`config.mk`:
```
export PLATFORM = sky130hd
export DESIGN_NAME = two_axis_line_step_generator
export DESIGN_NICKNAME = d
export VERILOG_FILES = /design/src/tlsg_pkg.sv /design/src/tlsg_axis_calc.sv /design/src/two_axis_line_step_generator.sv
export SDC_FILE = /design/constraint.sdc
export NUM_CORES = 1
export LEC_CHECK = 0
export ABC_AREA = 1
export BUFFER_PORTS_ARGS = -buffer_cell sky130_fd_sc_hd__clkbuf_2
export CAP_MARGIN = 40
export CORE_ASPECT_RATIO = 2
export CORE_MARGIN = 3
export CORE_UTILIZATION = 43
export CTS_CLUSTER_DIAMETER = 40
export CTS_CLUSTER_SIZE = 30
export DETAILED_ROUTE_END_ITERATION = 10
export PLACE_DENSITY_LB_ADDON = 0.3
export SLEW_MARGIN = 5
export SYNTH_ARGS = -nofsm -noshare
export SYNTH_HDL_FRONTEND = slang
export SYNTH_HIERARCHICAL = 1
export SYNTH_SLANG_ARGS = --single-unit
```
`constraint.sdc`:
```
create_clock -name clock -period 8.33 [get_ports clock]
set_input_delay 0.833 -clock clock [delete_from_list [all_inputs] [get_ports clock]]
set_output_delay 0.833 -clock clock [all_outputs]
set_load 0.02 [all_outputs]
```
`src/tlsg_pkg.sv`:
```
// tlsg_pkg: shared constants, command codes and the per-axis move type
// for the two-axis line step generator
// no dependencies
`default_nettype none

package tlsg_pkg;

   localparam int POS_BITS  = 24;
   localparam int IN_BITS   = 24;
   localparam int MAG_BITS  = (POS_BITS > IN_BITS) ? POS_BITS : IN_BITS;
   localparam int DIFF_BITS = MAG_BITS + 2;

   typedef enum logic [1:0] {
      FUNC_REL  = 2'd0,
      FUNC_ABS  = 2'd1,
      FUNC_TICK = 2'd2,
      FUNC_ZERO = 2'd3
   } func_type;

   typedef struct packed {
      logic [POS_BITS-1:0] pos;
      logic [MAG_BITS-1:0] mag;
      logic                neg;
   } axis_move_type;

endpackage

`default_nettype wire

```
`src/tlsg_axis_calc.sv`:
```
// tlsg_axis_calc: new position, step count and sign for one axis of a move
// relative delta or absolute target, wrapping position arithmetic
// depends on tlsg_pkg
`default_nettype none

module tlsg_axis_calc (
   input  wire logic                                 absolute,
   input  wire logic signed [tlsg_pkg::IN_BITS-1:0]  delta,
   input  wire logic [tlsg_pkg::POS_BITS-1:0]        pos,
   output tlsg_pkg::axis_move_type                   move
);
   import tlsg_pkg::*;

   logic signed [MAG_BITS-1:0] delta_ext;
   logic [POS_BITS-1:0]        delta_pos;
   logic [POS_BITS-1:0]        diff;
   logic [POS_BITS-1:0]        abs_mag;
   logic [IN_BITS-1:0]         rel_mag;
   logic                       rel_neg;

   always_comb begin
      delta_ext = MAG_BITS'(delta);
      delta_pos = delta_ext[POS_BITS-1:0];
      rel_neg   = delta[IN_BITS-1];
      rel_mag   = rel_neg ? (IN_BITS'(0) - delta) : delta;
      diff      = delta_pos - pos;
      abs_mag   = diff[POS_BITS-1] ? (POS_BITS'(0) - diff) : diff;
      if (absolute) begin
         move.pos = delta_pos;
         move.mag = MAG_BITS'(abs_mag);
         move.neg = diff[POS_BITS-1];
      end else begin
         move.pos = pos + delta_pos;
         move.mag = MAG_BITS'(rel_mag);
         move.neg = rel_neg;
      end
   end

endmodule

`default_nettype wire

```
`src/two_axis_line_step_generator.sv`:
```
// two_axis_line_step_generator: top level, move state and integer line stepping
// one input register, one pass of logic, one result register
// depends on tlsg_pkg and tlsg_axis_calc
//
// usage
//   req_* carries one item: func (relative move, absolute move, tick, zero
//   position), two signed deltas or targets and the two limit sensors.
//   rsp_* returns exactly one result item for every request item, in order:
//   step pulses, direction levels, busy, done, limit error and rejected.
//   a move command starts a line; each following tick item is one pulse
//   period and issues at most one step per axis; the tick after the last
//   step reports move_done. commands sent during a move are rejected.
// flow and throughput
//   items pass from the input register to the result register on rsp_*;
//   one item per cycle is sustained while rsp_stall is low; longest path:
//   a move command's target difference, negation and magnitude compare.
// reset and stall
//   reset clears position, directions and move state; no result is pending.
//   while rsp_stall holds a result, the input register keeps one more item
//   and req_stall rises only once that register is also full.
`default_nettype none

module two_axis_line_step_generator (
   input  wire logic                                 clock,
   input  wire logic                                 reset,
   input  wire logic                                 req_valid,
   output logic                                      req_stall,
   input  wire logic [1:0]                           req_func,
   input  wire logic signed [tlsg_pkg::IN_BITS-1:0]  req_delta_x,
   input  wire logic signed [tlsg_pkg::IN_BITS-1:0]  req_delta_y,
   input  wire logic                                 req_sensor_x,
   input  wire logic                                 req_sensor_y,
   output logic                                      rsp_valid,
   input  wire logic                                 rsp_stall,
   output logic                                      rsp_step_x,
   output logic                                      rsp_step_y,
   output logic                                      rsp_dir_x,
   output logic                                      rsp_dir_y,
   output logic                                      rsp_busy_res,
   output logic                                      rsp_move_done,
   output logic                                      rsp_limit_error,
   output logic                                      rsp_rejected
);
   import tlsg_pkg::*;

   // input register
   logic                       in_valid_ff,  in_valid_in;
   func_type                   in_func_ff;
   logic signed [IN_BITS-1:0]  in_dx_ff, in_dy_ff;
   logic                       in_sens_ff;

   // move state
   logic [POS_BITS-1:0]         pos_x_ff, pos_x_in, pos_y_ff, pos_y_in;
   logic                        dir_x_ff, dir_x_in, dir_y_ff, dir_y_in;
   logic [MAG_BITS-1:0]         count_x_ff, count_x_in, count_y_ff, count_y_in;
   logic [MAG_BITS-1:0]         longest_ff, longest_in;
   logic [MAG_BITS-1:0]         rem_x_ff, rem_x_in, rem_y_ff, rem_y_in;
   logic signed [DIFF_BITS-1:0] err_x_ff, err_x_in, err_y_ff, err_y_in;
   logic                        moving_ff, moving_in;
   logic                        armed_ff, armed_in;

   // result register
   logic rsp_valid_ff, rsp_valid_in;
   logic step_x_ff, step_x_in, step_y_ff, step_y_in;
   logic done_ff, done_in, limit_ff, limit_in, rej_ff, rej_in;

   logic                        advance;
   logic                        take_req;
   axis_move_type               move_x, move_y;
   logic                        fire_x, fire_y;
   logic signed [DIFF_BITS-1:0] count_x_s, count_y_s, longest_s;

   tlsg_axis_calc u_calc_x (
      .absolute (in_func_ff == FUNC_ABS),
      .delta    (in_dx_ff),
      .pos      (pos_x_ff),
      .move     (move_x)
   );

   tlsg_axis_calc u_calc_y (
      .absolute (in_func_ff == FUNC_ABS),
      .delta    (in_dy_ff),
      .pos      (pos_y_ff),
      .move     (move_y)
   );

   assign advance   = in_valid_ff && (!rsp_valid_ff || !rsp_stall);
   assign req_stall = in_valid_ff && rsp_valid_ff && rsp_stall;
   assign take_req  = req_valid && !req_stall;

   assign count_x_s = $signed({2'b00, count_x_ff});
   assign count_y_s = $signed({2'b00, count_y_ff});
   assign longest_s = $signed({2'b00, longest_ff});

   always_comb begin
      in_valid_in = take_req ? 1'b1 : (advance ? 1'b0 : in_valid_ff);
      rsp_valid_in = advance ? 1'b1 : (rsp_valid_ff && rsp_stall);

      pos_x_in   = pos_x_ff;
      pos_y_in   = pos_y_ff;
      dir_x_in   = dir_x_ff;
      dir_y_in   = dir_y_ff;
      count_x_in = count_x_ff;
      count_y_in = count_y_ff;
      longest_in = longest_ff;
      rem_x_in   = rem_x_ff;
      rem_y_in   = rem_y_ff;
      err_x_in   = err_x_ff;
      err_y_in   = err_y_ff;
      moving_in  = moving_ff;
      armed_in   = armed_ff;
      step_x_in  = 1'b0;
      step_y_in  = 1'b0;
      done_in    = 1'b0;
      limit_in   = 1'b0;
      rej_in     = 1'b0;

      fire_x = (rem_x_ff != '0) && (err_x_ff > 0);
      fire_y = (rem_y_ff != '0) && (err_y_ff > 0);

      if (in_func_ff != FUNC_TICK) begin
         if (moving_ff) begin
            rej_in = 1'b1;
         end else if (in_func_ff == FUNC_ZERO) begin
            pos_x_in = '0;
            pos_y_in = '0;
         end else begin
            pos_x_in = move_x.pos;
            pos_y_in = move_y.pos;
            if (move_x.mag != '0) begin
               dir_x_in = move_x.neg;
            end
            if (move_y.mag != '0) begin
               dir_y_in = move_y.neg;
            end
            count_x_in = move_x.mag;
            count_y_in = move_y.mag;
            longest_in = (move_x.mag > move_y.mag) ? move_x.mag : move_y.mag;
            rem_x_in   = move_x.mag;
            rem_y_in   = move_y.mag;
            err_x_in   = '0;
            err_y_in   = '0;
            armed_in   = move_x.neg || move_y.neg;
            moving_in  = (move_x.mag != '0) || (move_y.mag != '0);
         end
      end else if (moving_ff) begin
         if (armed_ff && in_sens_ff) begin
            limit_in  = 1'b1;
            moving_in = 1'b0;
         end else if ((rem_x_ff == '0) && (rem_y_ff == '0)) begin
            done_in   = 1'b1;
            moving_in = 1'b0;
         end else begin
            step_x_in = fire_x;
            step_y_in = fire_y;
            if (fire_x) begin
               rem_x_in = rem_x_ff - MAG_BITS'(1);
               err_x_in = err_x_ff + count_x_s - longest_s;
            end else begin
               err_x_in = err_x_ff + count_x_s;
            end
            if (fire_y) begin
               rem_y_in = rem_y_ff - MAG_BITS'(1);
               err_y_in = err_y_ff + count_y_s - longest_s;
            end else begin
               err_y_in = err_y_ff + count_y_s;
            end
         end
      end
   end

   // input register payload
   always_ff @(posedge clock) begin
      if (take_req) begin
         in_func_ff <= func_type'(req_func);
         in_dx_ff   <= req_delta_x;
         in_dy_ff   <= req_delta_y;
         in_sens_ff <= req_sensor_x || req_sensor_y;
      end
   end

   // result payload
   always_ff @(posedge clock) begin
      if (advance) begin
         step_x_ff <= step_x_in;
         step_y_ff <= step_y_in;
         done_ff   <= done_in;
         limit_ff  <= limit_in;
         rej_ff    <= rej_in;
      end
   end

   always_ff @(posedge clock) begin
      if (reset) begin
         in_valid_ff  <= 1'b0;
         rsp_valid_ff <= 1'b0;
         pos_x_ff     <= '0;
         pos_y_ff     <= '0;
         dir_x_ff     <= 1'b0;
         dir_y_ff     <= 1'b0;
         count_x_ff   <= '0;
         count_y_ff   <= '0;
         longest_ff   <= '0;
         rem_x_ff     <= '0;
         rem_y_ff     <= '0;
         err_x_ff     <= '0;
         err_y_ff     <= '0;
         moving_ff    <= 1'b0;
         armed_ff     <= 1'b0;
      end else begin
         in_valid_ff  <= in_valid_in;
         rsp_valid_ff <= rsp_valid_in;
         if (advance) begin
            pos_x_ff   <= pos_x_in;
            pos_y_ff   <= pos_y_in;
            dir_x_ff   <= dir_x_in;
            dir_y_ff   <= dir_y_in;
            count_x_ff <= count_x_in;
            count_y_ff <= count_y_in;
            longest_ff <= longest_in;
            rem_x_ff   <= rem_x_in;
            rem_y_ff   <= rem_y_in;
            err_x_ff   <= err_x_in;
            err_y_ff   <= err_y_in;
            moving_ff  <= moving_in;
            armed_ff   <= armed_in;
         end
      end
   end

   // direction and busy are taken from the state the item left behind
   logic dir_x_out_ff, dir_y_out_ff, busy_out_ff;

   always_ff @(posedge clock) begin
      if (advance) begin
         dir_x_out_ff <= dir_x_in;
         dir_y_out_ff <= dir_y_in;
         busy_out_ff  <= moving_in;
      end
   end

   assign rsp_valid       = rsp_valid_ff;
   assign rsp_step_x      = step_x_ff;
   assign rsp_step_y      = step_y_ff;
   assign rsp_dir_x       = dir_x_out_ff;
   assign rsp_dir_y       = dir_y_out_ff;
   assign rsp_busy_res    = busy_out_ff;
   assign rsp_move_done   = done_ff;
   assign rsp_limit_error = limit_ff;
   assign rsp_rejected    = rej_ff;

`ifndef SYNTHESIS
   a_rem_bounded : assert property (@(posedge clock) disable iff (reset)
      moving_ff |-> (rem_x_ff <= count_x_ff) && (rem_y_ff <= count_y_ff))
      else $error("remaining steps exceed step count");

   a_longest_max : assert property (@(posedge clock) disable iff (reset)
      moving_ff |-> (count_x_ff <= longest_ff) && (count_y_ff <= longest_ff)
                    && ((longest_ff == count_x_ff) || (longest_ff == count_y_ff)))
      else $error("longest is not the larger step count");

   a_err_window : assert property (@(posedge clock) disable iff (reset)
      moving_ff |-> (err_x_ff <= longest_s) && (err_x_ff > -longest_s)
                    && (err_y_ff <= longest_s) && (err_y_ff > -longest_s))
      else $error("line error term out of range");

   a_end_exclusive : assert property (@(posedge clock) disable iff (reset)
      (rsp_valid && (rsp_move_done || rsp_limit_error)) |->
         !rsp_step_x && !rsp_step_y && !rsp_busy_res && !rsp_rejected)
      else $error("move end item carries steps or busy");

   a_done_after_last : assert property (@(posedge clock) disable iff (reset)
      (advance && done_in) |-> (rem_x_ff == '0) && (rem_y_ff == '0) && moving_ff)
      else $error("move done with steps outstanding");
`endif

endmodule

`default_nettype wire
```
* After elaboration in Yosys (flattened, before gate mapping) *
Index checks and enable logic that the tools add are counted.
W data, S select, Z words.

operators by class
  magnitude comparators = 3
  div/mod/pow operators = 0
  reductions and logical operators = 34
  multipliers = 0
  muxes and demuxes = 55
  shifts and indexed selects = 0
  add/subtract/negate cells = 14
  bitwise logic cells = 2
  equal/unequal tests = 7

operators by type and width
  cell                     number
  $mux W24                 21
  $mux W26                 12
  $mux W49                 2
  $reduce_bool A24 Y1      4
  $sub A1 B24 Y24 const A  4
  $add A26 B25 Y26         2
  $gt A26 B1 Y1 const B    2
  $sub A26 B25 Y26         2
  $add A24 B24 Y24         2
  $logic_not A24 Y1        2
  $sub A24 B1 Y24 const B  2
  $sub A24 B24 Y24         2
  $gt A24 B24 Y1           1
  $mux W1                  20
  $reduce_and A7 Y1        2
  $ne A2 B2 Y1 const B     5
  $logic_and A1 B1 Y1      9
  $reduce_bool A2 Y1       4
  $reduce_and A6 Y1        1
  $logic_or A1 B1 Y1       4
  $reduce_and A4 Y1        1
  $reduce_or A4 Y1         1
  $logic_not A1 Y1         3
  $reduce_and A3 Y1        1
  other kinds (5)          6

word-level totals
  bits in read-only memories = 0
  bits in latches = 0
  register bits = 285
  input bits = 56
  logic and storage cells = 142
  memory bits (writable) = 0
  output and inout bits = 10
  memories kept = 0

* Longest topological paths before layout *
Gate-level depths: netlist of the first run.

  word-level depth = 9
  mapped depth = 36
  gate-level depth less buffers = 34

* Cells and area by module *
The synthesis of the first run kept the hierarchy.

by module, submodules not included
  module                        area an instance (um^2)  instances  cells an instance  sequential area each (um^2)
  two_axis_line_step_generator  19302.3                  1          2918               6296.0
  tlsg_axis_calc at u_calc_x    4650.7                   1          928                0.0
  tlsg_axis_calc at u_calc_y    4591.9                   1          922                0.0

* Least setup slack after synthesis of the first run *
No wires, ideal clock.

  path kind = register to register
  start = reg in_dy_ff[0]
  end = reg longest_ff[10]
  clock period less this slack = 4149 ps
  slack = 4181 ps
  cell stages (with the launch flop) = 31
  arrival = 4017 ps
  path buffers = 1
  library setup time = 132 ps
  required time = 8198 ps
  path through = edfxtp_1 > inv_1 > ha_1 > inv_1 > fa_1 > inv_1 > ha_1 > inv_1 > nor2_1 > nand3_1 > inv_1 > nand3_2 > nor2_4 > nand3_2 > nor2_2 > nand3_1 > nand3_1 > nand3_1 > nand2_1 > inv_1 > ha_1 > nand2_1 > inv_1 > nand3_1 > nor3_1 > nand4_1 > nand2_1 > buf_2 > nand2_1 > nand3_1 > a21oi_1

RTL lines
  element                 line                                 text
  from (decl)             two_axis_line_step_generator.sv:49   logic signed [IN_BITS-1:0] in_dx_ff, in_dy_ff;
  from (signal assigned)  two_axis_line_step_generator.sv:177  in_dy_ff <= req_delta_y;
  to (signal assigned)    two_axis_line_step_generator.sv:220  longest_ff <= longest_in;
  to (decl)               two_axis_line_step_generator.sv:56   logic [MAG_BITS-1:0] longest_ff, longest_in;

==> results_dict.tcl, run 1 <==
set metrics [dict create \
    h-tree-depth 2 \
    drive_gt1_share_pct 6.67 \
    synth-main-ff-cell "dfxtp_1" \
    irDropWorstVdd_uv 169 \
    synth_cells 4768 \
    critPathRequiredTime_ns 8.75 \
    drv_cap 0 \
    diodes 0 \
    die_h_um 370 \
    die-area_sq_um 69700 \
    seqPwrFrac_pct 29.0 \
    ios 66 \
    fin_setup_tns_ns 0 \
    cts_root_buf "clkbuf_16" \
    layout_min_cycle_time_ns 6.06 \
    worstHoldPathCells 1 \
    postCtsHoldBufs 0 \
    synth_cell_types 62 \
    chipWidth_um 188 \
    critPathMaxStageDelay_ns 0.92 \
    netlist_area_sq_um 28500 \
    whs_ns 0.424 \
    hpwlAfterDp_mm 85.6 \
    crit_path_start_kind "flop" \
    netSwitchingFraction_pct 43.0 \
    drtAntennaViolNets 0 \
    crit_arrival_ns 6.47 \
    hp-class "input port to flop" \
    yosysSeqAreaShare_pct 22.1 \
    power.leakage_uw 0.0152 \
    hold_viol_final 0 \
    power_per_cell_area_nw_per_um2 173 \
    nFillCells 7047 \
    core-area_sq_um 65700 \
    clkPwrFrac_pct 32.8 \
    avgSynthCellArea_sq_um 5.99 \
    rsz0062_at_grt "false" \
    cts_tree "yes" \
    clock_latency_ns 0.59 \
    path_delay_family "simple AND/OR/NAND/NOR gates" \
    fin_skew_ns 0.0394 \
    tightest_slew_ns 0.915 \
    cp.depth 25 \
    clock-sinks 285 \
    grt_overflow 0 \
    place_congestion 1.02 \
    report.final.setup_viol 0 \
    start_util_pct 43.4 \
    slew_viol_final 0 \
    drc_errors 0 \
    cts.reportedPaths.clkPinSlew_ns 0.08 \
    layout.nets 5025 \
    drt_wl_total_mm 107 \
    outcome "completed" \
    vias 31179 \
    critPathMostFrequentCell "nand2_1" \
    worstSetupEndpointType "flop" \
    cp_max_fo 29 \
    yosysTopAreaCell "nand2_1" \
    grt_pass1_wl_mm 163 \
    comb_power_share_pct 38.2 \
    first_pass_iters 6 \
    synth-edff-count 59 \
    timing.slew.headroom_pct 38.4 \
    path_buf_inv 2 \
    std_cell_rows 133 \
    routed_via_density 5.52 \
    grt_max_degree 89 \
    grtUsageTotal_pct 29.7 \
    cts_setup_buffers 0 \
    crit_slowest_cell "nand2_1" \
    ys_seq_elements 285 \
    synth_nets 5050 \
    cts_buffers 36 \
    p_sw_uw 2300 \
    grt_pass1_vias 30050 \
    yosysWarnings 6 \
    antenna_found_initial 0 \
    synthToLayoutAreaGrowth_pct 7.92 \
    post_cts_resized 0 \
    timing.final.crit_share_pct 72.7 \
    cts_buffer_depth 3 \
    wire_per_inst_um 18.9 \
    port_buffers 65 \
    p_int_uw 3040 \
    synth_top_cell_area_share_pct 16.8 \
    reg2reg_depth 25 \
    synthTopCellsByArea "nand2_1 (17%), dfxtp_1 (16%), ha_1 (9.6%)" \
    drtIter0Drc 2330 \
    async_reset_ff_share_pct 0 \
    clock.fmax_mhz 165 \
    critPathKind "flop to flop" \
]
[power by group through the flow]
stage               Clock (uW)  Combinational [uW]  Sequential (uW)
global route              1840                2270             1560
global placement             0                1980             1580
finish                    1750                2040             1550
floorplan                    0                1460             1550
CTS                       1790                2010             1550
detailed placement           0                2000             1580
[stage by stage]
| stage | total power [uW] | std cells | util [%] | setup slack, ns | cell area (sq um) |
|---|---|---|---|---|---|
| after floorplan | 3020 | 4768 | - | 4.18 | 28500 |
| after global placement | 3560 | 5578 | 44.7 | 2.39 | 29400 |
| after detailed placement | 3580 | 5582 | 44.8 | 2.43 | 29500 |
| after CTS | 5350 | 5648 | 46.9 | 2.41 | 30800 |
| after global routing | 5670 | 5648 | 46.9 | 1.59 | 30800 |
| final | 5340 | 5648 | 46.9 | 2.27 | 30800 |
[layout by cell type (no fill, tap or decap), types with 5 or more instances in the layout]
cell / synthesis / final
nand2_2: 28 / 28
o21ai_0: 330 / 330
clkinv_8: 0 / 5
nor3_1: 62 / 62
inv_6: 0 / 5
a21o_1: 17 / 17
nand3_2: 12 / 13
o31ai_1: 10 / 10
nand4_1: 89 / 89
ha_1: 218 / 218
and2_1: 5 / 5
nand3b_1: 10 / 10
a21oi_2: 6 / 6
xnor2_1: 24 / 24
inv_1: 640 / 637
nand2_1: 1278 / 1278
nor2_2: 22 / 22
a211oi_2: 8 / 8
o21bai_1: 30 / 30
fa_1: 8 / 8
inv_2: 23 / 25
edfxtp_1: 59 / 59
dfxtp_1: 226 / 226
nor2_1: 438 / 437
o21ai_1: 21 / 21
nor4_1: 16 / 16
nor2_4: 11 / 12
a31oi_1: 9 / 9
xor2_1: 28 / 28
buf_4: 9 / 21
a21oi_1: 441 / 441
or2_2: 32 / 32
clkbuf_16: 0 / 38
o211ai_1: 21 / 21
nand3_1: 448 / 447
clkbuf_2: 0 / 64
o22ai_1: 7 / 7
[metal layers]
| metal | vias up | wire length [um] | global-route usage, % |
|---|---|---|---|
| li1 | 15562 | - | - |
| met1 | 14174 | 35500 | 27.3 |
| met2 | 996 | 55000 | 55.9 |
| met3 | 447 | 4100 | 3.41 |
| met4 | 0 | 12000 | 27.7 |
| met5 | - | 0 | 0 |
[registers in the layout, indices dropped and copies added (netlist names), 2 cells and up]
name	flops
count_y_ff	24
longest_ff	24
in_dx_ff	24
count_x_ff	24
rem_y_ff	24
in_func_ff	2
rem_x_ff	24
err_x_ff	26
in_dy_ff	24
pos_y_ff	24
err_y_ff	26
pos_x_ff	24
[layout make-up]
type	count	area (sq um)	share of cell area (%)
clock inverter	24	357	1.16
timing repair buffer	89	542	1.76
tap	877	1100	3.56
clock buffer	42	986	3.20
inverter	667	2510	8.15
multi-input combinational	3664	19000	61.7
sequential	285	6300	20.4
[logic make-up after synthesis]
family                     Yosys count  synth area share (%)
adders and majority gates          226                  10.1
AOI/OAI and AO/OA                  918                  17.4
buffers and inverters              819                  11.4
DFF                                285                  22.1
xor gates and xnor gates            52                  1.60
and+or+nand+nor                   2468                  37.5
[synthesized netlist by cell type (45+ instances only)]
cell type	instances
clkbuf_1	82
o21ai_0	330
nand2_1	1278
a21oi_1	441
nor3_1	62
buf_2	45
ha_1	218
nand4_1	89
inv_1	640
edfxtp_1	59
nand3_1	448
dfxtp_1	226
nor2_1	438
[final timing paths]
kind	slack, ns	end	start
setup reg to reg	2.27	longest_ff[18]	in_dy_ff[14]
hold reg to reg	0.47	longest_ff[6]	longest_ff[6]
setup / recovery	2.27	longest_ff[18]	in_dy_ff[14]
hold / removal	0.42	in_func_ff[0]	req_func[0]
No activity file was read; power rests on OpenSTA's default activity.
==> inputs of run 2 (changes only) <==
--- a/config.mk
+++ b/config.mk
@@ -5,7 +5,7 @@
 export SDC_FILE = /design/constraint.sdc
 export NUM_CORES = 1
 export LEC_CHECK = 0
-export ABC_AREA = 1
+export ABC_AREA = 0
 export BUFFER_PORTS_ARGS = -buffer_cell sky130_fd_sc_hd__clkbuf_2
 export CAP_MARGIN = 40
 export CORE_ASPECT_RATIO = 2
==> constraint.sdc (replaced) <==
create_clock -name clock -period 4.9 [get_ports clock]
set_input_delay 0.49 -clock clock [delete_from_list [all_inputs] [get_ports clock]]
set_output_delay 0.49 -clock clock [all_outputs]
set_load 0.02 [all_outputs]
==> run 2 against run 1 <==
  * Synthesized cell count is 30% lower
  * First-iteration DRC count is 41% lower
  * Critical endpoint is now longest_ff[10]
  * The flow now finishes with violations (setup timing)
  * Power is 68% higher
  * Non-clock buffer count is 431 higher
  * Critical path depth is 2 higher
  * Count of clock-buffer cells in the layout is 3 lower
  * Combinational power is 73% higher
  * Core utilization is 6.9 points higher
  * Area after synthesis is 9.5% lower
  * Highest routed layer unchanged
  * Via count is 14% lower
==> results_dict.tcl, run 2 <==
set metrics [dict create \
    outcome "complete, but fails checks" \
    failed_checks "setup timing" \
    critPathKind "flop to flop" \
    clock-sinks 285 \
    routed_via_density 5.89 \
    postCtsHoldBufs 0 \
    antenna_found_initial 0 \
    synth_nets 3626 \
    synth_cells 3344 \
    nFillCells 5836 \
    cts.reportedPaths.clkPinSlew_ns 0.08 \
    rsz0062_at_grt "true" \
    synthToLayoutAreaGrowth_pct 23.5 \
    grt_pass1_vias 26657 \
    layout_commonest_cell "buf_4" \
    hpwlAfterDp_mm 71.0 \
    synthTopCellsByArea "dfxtp_1 (18%), ha_1 (11%), edfxtp_1 (6.9%)" \
    clock_latency_ns 0.57 \
    top_regs "err_x_ff: 26 flops, err_y_ff: 26 flops" \
    dp_slack_ns -0.523 \
    synth_cell_types 110 \
    fin_setup_tns_ns -8.40 \
    multi_input_area_sq_um 18800 \
    async_reset_ff_share_pct 0 \
    tightest_slew_ns 0.957 \
    slew_viol_final 0 \
    cp_max_fo 6 \
    start_util_pct 43.6 \
    power_uw 8950 \
    chipWidth_um 179 \
    vias 26664 \
    drtIter0Drc 1377 \
    cts_root_buf "clkbuf_16" \
    hp-class "input port to flop" \
    r2r_slack_ns -0.40 \
    port_buffers 65 \
    layout.nets 4014 \
    yosysMostFrequentCell "nand2_1" \
    yosysTopAreaCell "dfxtp_1" \
    p_sw_uw 3300 \
    ys_seq_elements 285 \
    layout_min_cycle_time_ns 5.30 \
    timing.slew.headroom_pct 36.2 \
    grt_pass1_wl_mm 140 \
    cts_buffers 35 \
    fin_ws_ns -0.400 \
    die_h_um 353 \
    yosysWarnings 6 \
    crit_path_start_kind "flop" \
    p_int_uw 5650 \
    seqPwrFrac_pct 28.7 \
    synth_top_cell_area_share_pct 17.5 \
    hold_viol_final 0 \
    synth-edff-count 59 \
    die-area_sq_um 63200 \
    yosysSeqAreaShare_pct 24.4 \
    diodes 0 \
    cts_buffer_depth 3 \
    critPathRequiredTime_ns 5.37 \
    core-area_sq_um 59300 \
    cts_tree "yes" \
    seqCellArea_sq_um 6300 \
    report.final.setup_viol 24 \
    comb_power_share_pct 39.4 \
    timing.final.crit_share_pct 108 \
    irDropWorstVdd_uv 298 \
    worstSetupEndpointType "flop" \
    std_cell_rows 126 \
    fin_skew_ns 0.0257 \
    drv_cap 0 \
    ys_top_cells_by_count "nand2_1 (344), nor2_1 (338), a21oi_1 (280), dfxtp_1 (226), ha_1 (218)" \
    wire_per_inst_um 19.9 \
    layout_common_cells "buf_4 (441), nand2_1 (343), nor2_1 (334)" \
    crit_arrival_ns 5.77 \
    netSwitchingFraction_pct 36.9 \
    grt_overflow 0 \
    synth-main-ff-cell "dfxtp_1" \
    drc_errors 0 \
    first_pass_iters 6 \
    grt_max_degree 102 \
    drt_wl_total_mm 90.1 \
    netlist_area_sq_um 25800 \
    drtAntennaViolNets 0 \
    grtUsageTotal_pct 27.9 \
    power_per_cell_area_nw_per_um2 281 \
    avgSynthCellArea_sq_um 7.72 \
    whs_ns 0.103 \
    ios 66 \
    drive_gt1_share_pct 21.8 \
    h-tree-depth 2 \
    power.leakage_uw 0.0131 \
    clock.fmax_mhz 189 \
    place_congestion 0.956 \
    clkPwrFrac_pct 31.9 \
]
-- run 2: cell type report --
cell class	instances	share of cell area (%)
Clock buffer	39	2.89
Clock inverter	25	1.05
Inverter	185	2.18
Multi-Input combinational cell	2705	59.0
Sequential cell	285	19.7
Tap cell	768	3.01
Timing Repair Buffer	520	12.2
-- run 2: routing by layer --
| layer | up-vias | global-route usage (%) | part of all wire [%] |
|---|---|---|---|
| met4 | 0 | 23.3 | 10 |
| met3 | 386 | 3.74 | 3.7 |
| met2 | 725 | 52.7 | 54 |
| li1 | 12947 | - | - |
| met1 | 12606 | 25.3 | 32 |
| met5 | - | 0 | 0 |
-- run 2: through the flow --
step / util [%] / cell area [sq um] / instances
finish: 53.8 / 31900 / 4527
CTS: 52.7 / 31300 / 4513
detailed placement: 50.3 / 29800 / 4446
global placement: 50.3 / 29800 / 4445
floorplan: - / 26000 / 3344
global route: 53.8 / 31900 / 4527
-- run 2: final timing paths --
path                  startpoint             end  cells past startpoint
setup / recovery     in_dy_ff[0]  longest_ff[10]                     27
hold / removal    req_delta_x[5]     in_dx_ff[5]                      1
setup reg to reg     in_dy_ff[0]  longest_ff[10]                     27
hold reg to reg    count_y_ff[5]   count_y_ff[5]                      2
-- run 2: power groups by stage --
stage | clock, uW | sequential, uW | combinational [uW]
finish | 2860 | 2570 | 3530
global route | 3010 | 2580 | 3810
detailed placement | 0 | 2620 | 3270
floorplan | 0 | 2620 | 2060
CTS | 2920 | 2560 | 3310
global placement | 0 | 2610 | 3250
-- run 2: cell families (layout without fill, tap and decap cells) --
kind of cell             count (synthesis)  in the layout  share of synthesized area (%)
AND/OR/NAND/NOR                       1132           1132                           21.0
AO/OA/AOI/OAI                         1051           1051                           27.1
buffers and inverters                  354            769                           5.68
flip-flops                             285            285                           24.4
adder cells (fa/ha/maj)                226            226                           11.2
XOR/XNOR                               217            217                           7.49
multiplexers                            79             79                           3.22
-- run 2: worst max-delay path: stages (launching register included) --
cell	delay, ns
edfxtp_1	0.42
inv_2	0.10
ha_4	0.14
inv_2	0.03
fa_2	0.38
a21oi_4	0.18
o21bai_2	0.10
xnor2_2	0.14
or3_4	0.33
or3_4	0.34
or3_4	0.39
o21ai_2	0.17
xor2_1	0.09
a21oi_2	0.14
inv_1	0.06
ha_1	0.30
a21o_1	0.16
a21o_1	0.14
a21o_1	0.15
a21o_1	0.15
a21o_1	0.17
a21oi_2	0.12
nor2b_1	0.05
o31a_1	0.30
buf_6	0.14
clkbuf_16	0.16
mux2i_1	0.12
a211oi_1	0.22
-- run 2: timing repair --
item,in CTS,in global routing
resized for setup,28,97
pin swaps,7,41
gates cloned,0,3
buffers inserted,3,11
setup endpoints to repair,31,38
